**src/hw/rtl/pac_pkg.sv**
```systemverilog
// Shared types, constants and helpers for the pixel alpha compositor.
package pac_pkg;

  localparam int unsigned NUM_CH  = 3;
  localparam int unsigned NUM_W   = 24;
  localparam int unsigned DEN_W   = 16;
  localparam int unsigned Q_BITS  = 8;
  localparam logic [7:0]  FULL    = 8'hFF;
  localparam logic [31:0] MOD_RST = 32'hFFFF_FFFF;

  localparam logic REG_MODULATE = 1'b0;
  localparam logic REG_ADDITIVE = 1'b1;

  typedef logic [NUM_CH-1:0][7:0]       chan_t;
  typedef logic [NUM_CH-1:0][NUM_W-1:0] num_t;

  // result bits known before the division, carried alongside the divider
  typedef struct packed {
    logic  partial;
    chan_t col;
    logic [7:0] alpha;
  } pac_sb_t;

  // floor(x/255) for x up to 255*255
  function automatic logic [7:0] div255(input logic [15:0] x);
    logic [16:0] t;
    t = 17'(x) + 17'(x[15:8]) + 17'd1;
    return t[15:8];
  endfunction

  function automatic logic [7:0] sat8(input logic [8:0] x);
    return x[8] ? FULL : x[7:0];
  endfunction

endpackage

```
**src/hw/rtl/pac_div.sv**
```systemverilog
// Pipelined restoring divider, one quotient bit per stage, three channels.
module pac_div (
  input  logic                      clk,
  input  logic                      rst,
  input  logic                      in_vld,
  input  pac_pkg::num_t             in_num,
  input  logic [pac_pkg::DEN_W-1:0] in_den,
  input  pac_pkg::pac_sb_t          in_sb,
  output logic                      out_vld,
  output pac_pkg::chan_t            out_q,
  output pac_pkg::pac_sb_t          out_sb
);
  import pac_pkg::*;

  logic                 vld [0:Q_BITS];
  logic [DEN_W-1:0]     den [0:Q_BITS];
  num_t                 rem [0:Q_BITS];
  chan_t                quo [0:Q_BITS];
  pac_sb_t              sb  [0:Q_BITS];

  assign vld[0] = in_vld;
  assign den[0] = in_den;
  assign rem[0] = in_num;
  assign quo[0] = '0;
  assign sb[0]  = in_sb;

  for (genvar k = 0; k < Q_BITS; k++) begin : g_stage
    localparam int unsigned J = Q_BITS - 1 - k;
    logic [NUM_W-1:0] dsh;
    num_t             rem_next;
    chan_t            quo_next;

    assign dsh = NUM_W'(den[k]) << J;

    always_comb begin
      for (int c = 0; c < NUM_CH; c++) begin
        if (rem[k][c] >= dsh) begin
          rem_next[c] = rem[k][c] - dsh;
          quo_next[c] = {quo[k][c][6:0], 1'b1};
        end else begin
          rem_next[c] = rem[k][c];
          quo_next[c] = {quo[k][c][6:0], 1'b0};
        end
      end
    end

    always_ff @(posedge clk) begin
      if (rst) vld[k+1] <= 1'b0;
      else     vld[k+1] <= vld[k];
    end

    always_ff @(posedge clk) begin
      den[k+1] <= den[k];
      rem[k+1] <= rem_next;
      quo[k+1] <= quo_next;
      sb[k+1]  <= sb[k];
    end
  end

  assign out_vld = vld[Q_BITS];
  assign out_q   = quo[Q_BITS];
  assign out_sb  = sb[Q_BITS];

  // in the partial case a full restoring pass leaves every remainder below the divisor
  a_rem_lt_den: assert property (@(posedge clk) disable iff (rst)
    out_vld && out_sb.partial |-> (rem[Q_BITS][0] < NUM_W'(den[Q_BITS])) &&
      (rem[Q_BITS][1] < NUM_W'(den[Q_BITS])) && (rem[Q_BITS][2] < NUM_W'(den[Q_BITS])))
    else $error("divider remainder not below divisor");

endmodule

```
**config.mk**
```make
export PLATFORM = sky130hd
export DESIGN_NAME = pac_div
export DESIGN_NICKNAME = d
export VERILOG_FILES = /design/src/hw/rtl/pac_pkg.sv /design/src/hw/rtl/pac_div.sv
export SDC_FILE = /design/constraint.sdc
export NUM_CORES = 2
export LEC_CHECK = 0
export BUFFER_PORTS_ARGS = -buffer_cell sky130_fd_sc_hd__buf_2
export CORE_AREA = 10 10 353 355
export DETAILED_ROUTE_END_ITERATION = 16
export DIE_AREA = 0 0 363 365
export MAX_ROUTING_LAYER = met4
export PLACE_DENSITY_LB_ADDON = 0.2
export SLEW_MARGIN = 10
export SYNTH_ARGS = -nofsm -noshare
export SYNTH_HDL_FRONTEND = slang
export SYNTH_SLANG_ARGS = --single-unit
```
**constraint.sdc**
```tcl
create_clock -name clk -period 3.26 [get_ports clk]
set_input_delay 0.652 -clock clk [delete_from_list [all_inputs] [get_ports clk]]
set_output_delay 0.652 -clock clk [all_outputs]
set_load 0.01 [all_outputs]
```
* Word-level counts from Yosys, hierarchy flattened
Cells that the tools add are included.
** Word-level totals
- Register bits :: 996
- Bits of input ports :: 124
- Output and inout port bits :: 58
- Word-level logic and storage cells :: 190
** Cells by class
- $add $sub $neg :: 21
- Order comparisons :: 24
- Mux-type cells :: 45
** Operator list (count)
- $mux W24 :: 21
- $ge A24 B16 Y1 :: 3
- $ge A24 B17 Y1 :: 3
- $ge A24 B18 Y1 :: 3
- $ge A24 B19 Y1 :: 3
- $ge A24 B20 Y1 :: 3
- $ge A24 B21 Y1 :: 3
- $ge A24 B22 Y1 :: 3
- $ge A24 B23 Y1 :: 3
- $sub A24 B17 Y24 :: 3
- $sub A24 B18 Y24 :: 3
- $sub A24 B19 Y24 :: 3
- $sub A24 B20 Y24 :: 3
- $sub A24 B21 Y24 :: 3
- $sub A24 B22 Y24 :: 3
- $sub A24 B23 Y24 :: 3
- $mux W1 :: 24

* Logic depth before layout (Yosys ltp)
- Word-level depth :: 2
- Depth in mapped cells :: 14
- Mapped depth without buffers :: 12

* Worst setup path after synthesis
No wires, ideal clock.
- Kind :: input to register
- Start :: in in_den[2] in the netlist's numbering
- End :: reg rem[561] in the netlist's numbering
- Library setup time :: 121 ps
- Arrival :: 2787 ps
- Data required time :: 3139 ps
- Setup slack :: 352 ps
- Cell stages on the path :: 11
- Buffers on the path :: 1
- Path through :: inv_1 -> ha_1 -> a21o_1 -> a21o_1 -> a211o_1 -> a221oi_2 -> a41o_1 -> nand2_1 -> buf_2 -> nor2_1 -> a21oi_1
** RTL lines
- start, declared :: RTL line pac_div.sv:7 : input logic [pac_pkg::DEN_W-1:0] in_den,
- end signal, assigned by index :: RTL line pac_div.sv:54 : rem[k+1] <= rem_next;
- end, declared :: RTL line pac_div.sv:17 : num_t rem [0:Q_BITS];

==> impl_results.md <==
- Status: finished clean
- Slew margin rel.: 53.2%
- Synth area leader: dfxtp_1
- Pwr per Cell Area: about 1000 nW/um^2
- Fmax: 326 MHz
- Iter 0 DRT Violations: 1578
- Chip width: 363 um
- Core box area: 117000 um^2
- Seq/Total Area, Yosys: 46.1%
- Routed vias: 31500
- Final setup vio count: 0
- Max_cap viols: 0
- Post-synth top flop: dfxtp_1
- Fillers: approximately 11000
- Placed cell areas: 46500 um^2
- Hold wc startpoint: in_sb[0]
- Sequential Power Share: 35.1%
- Critical path arrival: 3.57 ns
- Clk pwr share: 24.7%
- DRT Wirelength: 112 mm
- Async SR Flop Fraction: 0%
- Reg2reg start: den[115]
- Non-filler cells, final: 6400
- Clk sinks: 996
- Io pins: 182
- Synth top area cells: dfxtp_1 (46%), ha_1 (11%), a21oi_1 (4.2%), o21ai_0 (3.9%), xnor2_1 (3.5%)
- Cts bufs inserted: 106
- CP Launch Type: register
- Synthesis warning total: 0
- GRT Total Usage: 17.0%
- Die ar.: roughly 130000 um^2
- Net Sw Frac: 36.0%
- Die height: between 300 and 400 um
- CTS tree: done
- Clk slew on worst S/H paths: 0.06 ns
- Dpl cells: 6188
- Synth Area per Inst: 9.65 um^2
- H-tree level count: 3
- Mux share of post-synthesis cell area: 2.69%
- GPL Wtd Cong: 0.946
- Post-synth EDFFs: 0
- Compound-Gate Fraction of Synth Area: 17.1%
- Vias in the first global route: 30800
- Hold Vio Cnt, Final: 0
- Slowest-stage cell, CP: o41ai_1
- Worst-margin pin slew: approximately 0.7 ns
- TritonRoute pass-1 iters: 5
- Global-route wire length before repair: 173 mm
- CP peak stage delay: 0.54 ns
- Met2 WL: 51.6 mm
- Pint: 32200 uW
- Input/output buffers: 181
- Main combinational cell family by area after synthesis: compound AO/OA/AOI/OAI gates
- Clk Latency, worst-skew pair: 0.71 ns
- P_leak: 0.0219 uW
- Final Util: 43.0%
- Fin nets: between 5000 and 6000
- Tcrit/Tclk final: a little over nine tenths
- Synth cell types: 89
- Hold depth: 1
- Simple-gate portion of the synthesized area: about an eighth
- Switch Pwr: 18100 uW
- Max clock buf depth: 3
- Final min period: a little over 3 ns
- Clock root buffer: clkbuf_16
- Starting Density: 36.8%
- Post-Route Skew: 0.0378 ns
- Per-cell routed wire length: ~18 um
- Post-route ant nets: 0
- Hold_ws: roughly 0.065 ns
- Post-Synth Adder-Cell Area: 12.1%
- Synth Area in XOR/XNOR: approximately 6.3%
- HPWL Detailed: 90.4 mm
- RSZ-0062 raised after global routing: false
- Worst Path Required: 3.77 ns
- Most common cell in the synthesized netlist: dfxtp_1
- Initial antenna violation count: 0
- R2r setup slk: 0.19 ns
- Post-Syn Instances: approximately 4500
- Global route overflow: 0
- Via density: 4.92
- Share of cells above drive strength 1: 12.6%
- Top Layer Used: met4
- CP Max Fanout: 5
- Combinational Power Share: 40.2%
- Finished Cell Area: 50500 um^2
- Row Count: ~130
- Flops & latches, synth: 996
- Max VDD drop: 487 uV
- Cell Area, Synth: 43200 um^2
- Met3 wire length: 4.41 mm
- Largest net degree at the start of global routing: 35
- Wl on met1: 51.6 mm
- Cells along the critical path: inv_1 -> ha_1 -> a21o_1 -> a21oi_1 -> o21a_1 -> o21ai_0 -> a211o_1 -> nand2_1 -> nor2_1 -> o41ai_1
- Total power: slightly above 50000 uW
- Critical path class: register to register
- Worst hold path type: primary input to register
- Synth-to-Final Area Change: 16.8%
- Post-Syn Nets: 5009
- Reg2reg end: rem[451]
- DRC errors left: 0
- Critical Path Sink Type: register
- Number of diodes: 0
- Share of the synthesized area in the top cell type: 46.1%
- Worst Hold End: sb[231]
- Reg2Reg Depth: 10
- Max-slew violations: 0
- Post-synth top cells: dfxtp_1 (996), ha_1 (384), a21oi_1 (362), nand2_1 (344), o21ai_0 (333)
==> worst max path at each step <==
stage	depth (start not counted)	slack, ns	from	to
2_1_floorplan	11	0.35	in_den[2]	rem[561]
5_1_grt	12	0.01	den[36]	rem[118]
4_1_cts	11	0.11	den[72]	rem[271]
3_5_place_dp	11	0.005	in_den[2]	rem[570]
3_3_place_gp	11	-0.02	in_den[2]	rem[562]
6_report	10	0.19	den[115]	rem[451]
==> logic make-up (layout without fill, tap and decap cells) <==
group	count (synthesis)	count (layout)
flops	996	996
simple gates	1090	1090
compound gates	1189	1189
mux	105	105
buf+inv	385	769
xor+xnor	310	310
fa+ha+maj	405	405
==> area by class of cell <==
cell class              count  area [um^2]  share of cell area (%)
clock buffers             147         3040                    6.01
multi-input cells        3099        21800                    43.2
flip-flops and latches    996        19900                    39.5
clock inverters            46          671                    1.33
well taps                1536         1920                    3.81
repair buffers            314         2130                    4.22
inverters                 262          987                    1.95
==> critical path, delay by kind of cell (launching register included) <==
kind,cells,cell delay (ns)
flip-flops,1,0.43
AND/OR/NAND/NOR,2,0.15
buffers and inverters,1,0.18
adder cells (fa/ha/maj),1,0.40
AO/OA/AOI/OAI,6,1.69
==> placed cells by master, fill, tap and decap left out, types with 99 or more instances in the layout <==
master     synthesis  routed
clkbuf_16          0     106
o21ai_0          333     333
buf_2              9     181
nor2_1           290     290
xnor2_1          174     174
xor2_1           136     136
buf_4             34      99
nand2_1          344     344
ha_1             384     383
inv_1            262     261
a21oi_1          362     360
a21o_1           105     105
dfxtp_1          996     995
==> metal layers <==
metal / vias to the layer above / track usage, %
met5: - / -
met4: 0 / 6.91
met3: 180 / 2.31
met2: 666 / 27.7
met1: 14200 / 21.1
li1: 16400 / -
==> power groups by stage <==
stage | registers (uW) | clock network, uW | logic (uW)
finish | 17600 | 12400 | 20200
global route | 18000 | 13300 | 22800
CTS | 17600 | 12900 | 20100
detailed placement | 17800 | 0 | 20000
global placement | 17900 | 0 | 19900
floorplan | 17000 | 0 | 15300
==> registers in the layout (all words and copies together), names as in the netlist <==
signal / flops
out_q: 24
out_vld: 1
out_sb: 33
rem: 504
quo: 84
vld: 7
sb: 231
den: 112
==> per-stage QoR <==
step	TNS (ns)	setup slack, ns
CTS	0	0.113
finish	0	0.193
detailed placement	0	0.00462
floorplan	0	0.352
global placement	-0.0947	-0.0206
global route	0	0.0134
==> what timing repair did <==
item                                    in CTS  in global routing
hold endpoints to repair                    19                  0
hold buffers                                19                  0
resized for setup                            0                 13
buffers inserted                             0                  0
endpoints found under the setup margin       0                 23
No activity file was read; power rests on OpenSTA's default activity.
