## src/hw/rtl/pac_pkg.sv

```systemverilog
// Shared types, constants and helpers for the pixel alpha compositor.
package pac_pkg;

  localparam int unsigned NUM_CH  = 3;
  localparam int unsigned NUM_W   = 24;
  localparam int unsigned DEN_W   = 16;
  localparam int unsigned Q_BITS  = 8;
  localparam logic [7:0]  FULL    = 8'hFF;
  localparam logic [31:0] MOD_RST = 32'hFFFF_FFFF;

  localparam logic REG_MODULATE = 1'b0;
  localparam logic REG_ADDITIVE = 1'b1;

  typedef logic [NUM_CH-1:0][7:0]       chan_t;
  typedef logic [NUM_CH-1:0][NUM_W-1:0] num_t;

  // result bits known before the division, carried alongside the divider
  typedef struct packed {
    logic  partial;
    chan_t col;
    logic [7:0] alpha;
  } pac_sb_t;

  // floor(x/255) for x up to 255*255
  function automatic logic [7:0] div255(input logic [15:0] x);
    logic [16:0] t;
    t = 17'(x) + 17'(x[15:8]) + 17'd1;
    return t[15:8];
  endfunction

  function automatic logic [7:0] sat8(input logic [8:0] x);
    return x[8] ? FULL : x[7:0];
  endfunction

endpackage

```

## src/hw/rtl/pac_cfg.sv

```systemverilog
// APB register file: modulate colour and additive mode.
module pac_cfg (
  input  logic        clk,
  input  logic        rst,
  input  logic        psel,
  input  logic        penable,
  input  logic        pwrite,
  input  logic [2:0]  paddr,
  input  logic [31:0] pwdata,
  output logic [31:0] prdata,
  output logic        pready,
  output logic [31:0] modulate_color,
  output logic        additive_mode
);
  import pac_pkg::*;

  logic wr_en;

  assign pready = 1'b1;
  assign wr_en  = psel && penable && pwrite && pready;

  always_ff @(posedge clk) begin
    if (rst) begin
      modulate_color <= MOD_RST;
      additive_mode  <= 1'b0;
    end else if (wr_en) begin
      unique case (paddr[2])
        REG_MODULATE: modulate_color <= pwdata;
        REG_ADDITIVE: additive_mode  <= pwdata[0];
        default: ;
      endcase
    end
  end

  always_comb begin
    unique case (paddr[2])
      REG_MODULATE: prdata = modulate_color;
      REG_ADDITIVE: prdata = {31'd0, additive_mode};
      default:      prdata = '0;
    endcase
  end

endmodule

```

## config.mk

```make
export PLATFORM = sky130hd
export DESIGN_NAME = pac_cfg
export DESIGN_NICKNAME = d
export VERILOG_FILES = /design/src/hw/rtl/pac_pkg.sv /design/src/hw/rtl/pac_cfg.sv
export SDC_FILE = /design/constraint.sdc
export NUM_CORES = 1
export LEC_CHECK = 0
export BUFFER_PORTS_ARGS = -buffer_cell sky130_fd_sc_hd__buf_2
export CAP_MARGIN = 25
export CELL_PAD_IN_SITES_DETAIL_PLACEMENT = 1
export CELL_PAD_IN_SITES_GLOBAL_PLACEMENT = 1
export CORE_MARGIN = 4
export CORE_UTILIZATION = 26
export DETAILED_ROUTE_END_ITERATION = 6
export HOLD_SLACK_MARGIN = 0.12
export PLACE_DENSITY_LB_ADDON = 0.1
export RECOVER_POWER = 50
export SLEW_MARGIN = 20
export SYNTH_ARGS = -nofsm -noshare
export SYNTH_HDL_FRONTEND = slang
export SYNTH_SLANG_ARGS = --single-unit
```

## constraint.sdc

```tcl
create_clock -name clk -period 1 [get_ports clk]
set_input_delay 0.2 -clock clk [delete_from_list [all_inputs] [get_ports clk]]
set_output_delay 0.2 -clock clk [all_outputs]
set_load 0.01 [all_outputs]
```

# After elaboration in Yosys (flattened, before gate mapping)
# Index checks and enable logic that the tools add are counted.
# W data, S select, Z words.
totals:
  regBits: 33
classes:
  muxes: 1
  bitwise: 1
  n_reduce_logical: 4
op_table:
  columns: ["operator", "n"]
  rows:
  - ["$pmux W32 S2", 1]
  - ["$reduce_and A2 Y1", 2]
  - ["$logic_and A1 B1 Y1", 2]
  - ["$not A1 Y1", 1]

# Logic depth before layout (Yosys ltp)
# Gate-level depths: netlist (run 1).
depth:
  depth_word: 3
  ltp_mapped: 4

# Worst setup path before layout (run 1)
# OpenSTA, ideal clock, no wires.
synth_path:
  kind: "input to register"
  start: "input port paddr[2]"
  end: "register modulate_color[17]"
  required_ps: 928
  t_arrival_ps: 869
  setup_time_ps: 72
  path_stages: 4
  setup_slack_ps: 60
  cell_sequence: "and4b_1 buf_6 buf_12 mux2i_1"
synth_between:
  elab_chain_cells: 2
synth_rtl:
  columns: ["element", "line_no", "text"]
  rows:
  - ["from (decl)", "pac_cfg.sv:8", "input logic [2:0] paddr,"]
  - ["$not A1 Y1 (no line)", null, null]
  - ["$reduce_and A2 Y1 (no line)", null, null]
  - ["to (signal assigned)", "pac_cfg.sv:28", "REG_MODULATE: modulate_color <= pwdata;"]
  - ["to (decl)", "pac_cfg.sv:12", "output logic [31:0] modulate_color,"]
# Every way passes these cells.
# A chain may end at the register's enable or synchronous reset.

# Final worst setup path (run 1)
layout_path:
  start: "register modulate_color[0]"
  end: "output port prdata[0]"
layout_between:
  elab_chain_cells: 1
layout_rtl:
  columns: ["element", "line_no", "text"]
  rows:
  - ["$pmux W32 S2", "pac_cfg.sv:36", "unique case (paddr[2])"]
  - ["to (decl)", "pac_cfg.sv:10", "output logic [31:0] prdata,"]
# Every way passes these cells.

==> results.md, run 1 <==
* # hold bufs at CTS at 0
* Placed Cells at 354
* Switching power at 781 uW
* Status: finished, violations left
* Top-area cell type share of the netlist area at 0.416
* Effective utilization at floorplan at 0.268
* Commonest non-fill, non-tap cells in the layout: buf_2, nor2_1, mux2i_1, dfxtp_2, buf_6
* Pin count of the biggest net entering global routing at 36
* Die area at 7430 um^2
* Final setup fails at 41
* Power per cell area at 1220 nW/um^2
* First-pass GRT wire length at 7.43 mm
* Fin crit share at 1.20
* Yosys warning count at 0
* Height of the die at 86.2 um
* WP data required at 0.80 ns
* Post-DRT Antenna Nets at 0
* Initial antenna violation count at 0
* Diode count at 0
* H-tree depth at 2
* Post-synth top area cell: dfxtp_1
* FP Rows at 28
* Data arrival, critical path at 1.00 ns
* Vias per cell at 4.27
* Sequential share of the synthesized area at 0.416
* Post-synthesis cell type count at 15
* Worst-path maximum fanout at 2
* Syn_nets at 222
* Peak supply drop at 0.618 mV
* R2R Path End: modulate_color[29]$_SDFFE_PP1P_
* Leak at 1.20 nW
* Startpoint types: register
* Fin. max-slew vios at 0
* RSZ-0062 raised after global routing: yes
* IO Pins at 106
* DR WL/cell at 13.1 um
* Dpl hpwl at 3.49 mm
* Reg2reg path depth at 4
* Final #Nets at 340
* Starting DRT DRC Count at 43
* Synthesized cell area at 1590 um^2
* Max Cap Viol at 0
* Clock sink count at 33
* Clock skew at 0 ns
* Fin cells at 376
* Worst Hold Path Cells at 3
* Power Total at 3.25 mW
* Sw Ratio at 0.240
* Drt first pass iters at 2
* Crit end category: output port
* Commonest non-fill, non-tap cell in the layout: buf_2
* Violated checks: setup timing
* Setup WS post-layout at -0.197 ns
* Area Overhead vs Synth at 67.9%
* CTS tree: built
* Share of layout cells above drive strength 1 at 0.595
* Die width at 86.2 um
* Synthesized area per cell at 8.73 um^2
* Synth area leaders: dfxtp_1, mux2i_1, nor2_1, nor2b_1, buf_12
* Hold EP: modulate_color[19]$_SDFFE_PP1P_
* Hold Path Origin: pwdata[19]
* FF-to-FF setup slack at 0.16 ns
* Worst-Skew Late Latency at 0.28 ns
* CTS max path bufs at 2
* Clock power frac at 0.400
* Gate Count Post-Synth at 182
* Port Buffers at 102
* Global route total overflow at 0
* Finished Core Util at 0.451
* Sequential share of power at 0.421
* Period minus WS final at 1.20 ns
* All-Layer GR Usage at 0.125
* Vias at 1605
* Root Driver: clkbuf_8
* Hold WS at 0.178 ns
* # DRC at 0
* Combinational Power Share at 0.179
* Final WL at 4.92 mm
* FMAX at 0.836 GHz
* Placer Congestion at 0.666
* CORE AREA at 5920 um^2
* Hold/Removal Path Class: in2reg
* Clock transition at path regs at 0.07 ns
* Int Pwr at 2.47 mW
* Crit Reg-Reg Startpoint: modulate_color[29]$_SDFFE_PP1P_
* Vias in the first global route at 1568
* Critical path class: reg2out
* Final hold vios at 0
* Setup TNS at -3.02 ns
* CTS Buf Count at 5
* FF+latch count, synth at 33
[synthesized netlist by cell type (all sizes together)]
master and n:
and2b 1, and4b 1, buf 6, clkbuf 9, conb 1, dfxtp 33, mux2 1, mux2i 33
nand2b 2, nand4 1, nor2 64, nor2b 30
[sequential cells by signal (all words and copies together) (netlist names)]
| name | count |
|---|---|
| additive_mode | 1 |
| modulate_color | 32 |
[stage by stage]
| step | area [um^2] | setup slack [ns] |
|---|---|---|
| global route | 2670 | -0.228 |
| floorplan | 1590 | 0.0598 |
| detailed placement | 2200 | -0.187 |
| finish | 2670 | -0.197 |
| CTS | 2430 | -0.207 |
| global placement | 2200 | -0.171 |
[worst max-delay path by stage]
stage | slack, ns | from | endpoint | cells past startpoint
after floorplan | 0.06 | paddr[2] | modulate_color[17]$_SDFFE_PP1P_ | 4
after global placement | -0.17 | paddr[2] | modulate_color[1]$_SDFFE_PP1P_ | 4
after detailed placement | -0.19 | paddr[2] | modulate_color[4]$_SDFFE_PP1P_ | 4
after CTS | -0.21 | modulate_color[0]$_SDFFE_PP1P_ | prdata[0] | 2
after global routing | -0.23 | modulate_color[0]$_SDFFE_PP1P_ | prdata[0] | 2
final | -0.20 | modulate_color[0]$_SDFFE_PP1P_ | prdata[0] | 2
[cells by family (layout without fill, tap and decap cells)]
family                 Yosys count  in the layout  share of synthesized area
buffers and inverters           15            134                     0.0740
DFF                             33             33                      0.416
muxes                           34             34                      0.215
other                            1              1                    0.00236
and+or+nand+nor                 99             99                      0.293
[layer usage]
layer / wire length [um] / global-route usage
met5: 0 / 0
met3: 373 / 0.0342
met2: 2420 / 0.207
met4: 55 / 0.0467
met1: 2070 / 0.156
[repair_timing]
item                                    in CTS  in global routing
setup buffers                                4                 10
endpoints found under the setup margin      35                 37
resized for setup                           40                 37
[layout make-up]
cell class                 instances  area (um^2)
timing repair buffer             126          858
tap                               75         93.8
sequential                        33          702
fill                             714         3250
clock buffer                       7         86.3
multi-input combinational        134          897
clock inverter                     1         30.0
[worst max-delay path: stages (launching register included)]
cell,delay (ns)
dfxtp_2,0.32
mux2_4,0.27
buf_6,0.12
[power groups by stage]
stage / clock network (mW) / registers (mW) / logic, mW
5_1_grt: 1.42 / 1.37 / 0.637
3_5_place_dp: 0 / 1.39 / 0.486
6_report: 1.30 / 1.37 / 0.583
3_3_place_gp: 0 / 1.39 / 0.483
4_1_cts: 1.35 / 1.37 / 0.508
2_1_floorplan: 0 / 1.41 / 0.240
Power figures use the tool's default switching activity.
==> run 2: changes to the inputs <==
--- a/config.mk
+++ b/config.mk
@@ -7,13 +7,12 @@
 export LEC_CHECK = 0
 export BUFFER_PORTS_ARGS = -buffer_cell sky130_fd_sc_hd__buf_2
 export CAP_MARGIN = 25
-export CELL_PAD_IN_SITES_DETAIL_PLACEMENT = 1
-export CELL_PAD_IN_SITES_GLOBAL_PLACEMENT = 1
+export CORE_ASPECT_RATIO = 2
 export CORE_MARGIN = 4
-export CORE_UTILIZATION = 26
+export CORE_UTILIZATION = 37
 export DETAILED_ROUTE_END_ITERATION = 6
 export HOLD_SLACK_MARGIN = 0.12
-export PLACE_DENSITY_LB_ADDON = 0.1
+export PLACE_DENSITY_LB_ADDON = 0.08
 export RECOVER_POWER = 50
 export SLEW_MARGIN = 20
 export SYNTH_ARGS = -nofsm -noshare
==> run 2 against run 1 <==
The run still ends with setup timing left. Register-to-register slack gained 0.11 ns. Critical endpoint unchanged. First-iteration DRC count shrank 77%. Die area down 26%. Count of clock-buffer cells in the layout up 1. Largest power group unchanged. Cell count is 6.9% lower. Clock power fell by 29%. Critical path type unchanged. Global-route usage is 3.0 points higher. Cell area down 4.2%. Worst setup slack better by 0.017 ns. Combinational power is 2% lower. Sequential power about the same. Via count decreased by 2.6%.
==> results.md, run 2 (same netlist as run 1, synthesis figures left out) <==
* Crit Reg-Reg Startpoint: modulate_color[0]$_SDFFE_PP1P_
* CTS Buf Count at 5 (unchanged)
* Die width at 54.3 um (-37%)
* Placed Cells at 331 (-6.5%)
* CP top delay family: flip-flops
* Effective utilization at floorplan at 0.385 (+0.116)
* Clock transition at path regs at 0.07 ns (about the same)
* Worst-Skew Late Latency at 0.27 ns (about the same)
* Setup WS post-layout at -0.180 ns (+0.0170 ns)
* Crit end category: output port
* RSZ-0062 raised after global routing: yes
* Final setup fails at 39 (-4.9%)
* Final #Nets at 337 (-0.88%)
* Die area at 5470 um^2 (-26%)
* Placer Congestion at 0.687 (+3.1%)
* Final WL at 4.24 mm (-14%)
* Starting DRT DRC Count at 10 (-77%)
* Commonest non-fill, non-tap cell in the layout: buf_2
* First-pass GRT wire length at 6.33 mm (-15%)
* Vias at 1563 (-2.6%)
* IO Pins at 106 (unchanged)
* Dpl cell area at 2160 um^2 (-1.9%)
* Finished Core Util at 0.619 (+0.168)
* FF-to-FF setup slack at 0.27 ns (+0.11 ns)
* Peak supply drop at 1.00 mV (+62%)
* CTS tree: built
* Largest Register: modulate_color
* Initial antenna violation count at 0 (unchanged)
* Hold/Removal Path Class: in2reg
* Hold EP: modulate_color[3]$_SDFFE_PP1P_
* # DRC at 0 (unchanged)
* Fin crit share at 1.18 (-0.0170)
* Clock sink count at 33 (unchanged)
* Period minus WS final at 1.18 ns (-0.0170 ns)
* Buffer and inverter count on the worst path at 1 (unchanged)
* FMAX at 0.848 GHz (+1.4%)
* Startpoint types: register
* R2R Path End: modulate_color[0]$_SDFFE_PP1P_
* FP Rows at 33 (+18%)
* Critical path class: reg2out
* Reg2reg path depth at 3 (-1)
* Final instance area at 2550 um^2 (-4.2%)
* Max reg flops at 32 (unchanged)
* Pin count of the biggest net entering global routing at 35 (-2.8%)
* Cells along the critical path: mux2_4 > buf_6
* CORE AREA at 4130 um^2 (-30%)
* Power Total at 2.87 mW (-12%)
* Drt first pass iters at 6 (+4)
* Root Driver: clkbuf_8
* Data arrival, critical path at 0.98 ns (-0.02 ns)
* Diode count at 0 (unchanged)
* Post-DRT Antenna Nets at 0 (unchanged)
* CP Depth at 2 (unchanged)
* Worst Hold Path Cells at 3 (unchanged)
* Final hold vios at 0 (unchanged)
* Height of the die at 101 um (+17%)
* Dpl hpwl at 3.10 mm (-11%)
* Fin cells at 350 (-6.9%)
* Registers with the most flip-flops: modulate_color x32, additive_mode x1
* Status: finished, violations left
* Slowest-stage cell, CP: dfxtp_2
* Worst-path maximum fanout at 2 (unchanged)
* Fin. max-slew vios at 0 (unchanged)
* Violated checks: setup timing
* Area Overhead vs Synth at 60.8%
* Global route total overflow at 0 (unchanged)
* Share of layout cells above drive strength 1 at 0.587 (-0.00744)
* Clock skew at 0 ns (unchanged)
* Port Buffers at 102 (unchanged)
* Commonest non-fill, non-tap cells in the layout: buf_2, nor2_1, mux2i_1, dfxtp_2, buf_6
* Hold Path Origin: pwdata[3]
* Power per cell area at 1120 nW/um^2 (-8.0%)
* Leak at 1.16 nW (-3.5%)
* Vias in the first global route at 1448 (-7.7%)
* All-Layer GR Usage at 0.155 (+0.0301)
* Max Cap Viol at 0 (unchanged)
* DR WL/cell at 12.1 um (-7.4%)
* Max incr delay on CP at 0.32 ns (about the same)
* WP data required at 0.80 ns (about the same)
* Setup TNS at -2.15 ns (+0.874 ns)
* CTS max path bufs at 2 (unchanged)
* Vias per cell at 4.47 (+4.6%)
* H-tree depth at 2 (unchanged)
* # hold bufs at CTS at 0 (unchanged)
==> run 2: timing repair <==
action,4_1_cts,5_1_grt
endpoints found under the setup margin,32,34
buffers inserted,4,7
pin swaps,0,0
resized for setup,39,33
endpoints found under the hold margin,0,0
==> run 2: per-stage QoR <==
| step | worst slack (ns) | hold WS [ns] |
|---|---|---|
| after floorplan | 0.0598 | 0.352 |
| after global placement | -0.135 | 0.454 |
| after detailed placement | -0.147 | 0.464 |
| after CTS | -0.191 | 0.173 |
| after global routing | -0.207 | 0.176 |
| final | -0.180 | 0.180 |
==> run 2: power breakdown <==
part	switching (mW)	total, mW	internal, mW
Combinational	0.265	0.569	0.304
Clock	0.432	0.926	0.494
Sequential	0.0203	1.37	1.35
Total	0.718	2.87	2.15
==> run 2: how the worst max path moves through the flow <==
stage,from,end,slack (ns)
after floorplan,paddr[2],modulate_color[17]$_SDFFE_PP1P_,0.06
after global placement,paddr[2],modulate_color[6]$_SDFFE_PP1P_,-0.13
after detailed placement,paddr[2],modulate_color[13]$_SDFFE_PP1P_,-0.15
after CTS,modulate_color[0]$_SDFFE_PP1P_,prdata[0],-0.19
after global routing,modulate_color[0]$_SDFFE_PP1P_,prdata[0],-0.21
final,modulate_color[0]$_SDFFE_PP1P_,prdata[0],-0.18
==> run 2: layout make-up <==
cell class / count / area (um^2)
fill: 386 / 1570
tap: 52 / 65.1
multi-input combinational: 134 / 898
timing repair buffer: 123 / 810
clock buffer: 8 / 80.1
sequential: 33 / 702
==> run 2: worst min-delay path, delay by kind of cell <==
kind                   cells  cell delay (ns)
muxes                      1             0.11
buffers and inverters      1             0.07
and+or+nand+nor            1             0.03
==> run 2: per-layer routing <==
layer / track usage / routed length (um)
met5: 0 / 0
met4: 0.0576 / 63
met3: 0.0504 / 413
met2: 0.275 / 2260
met1: 0.161 / 1500
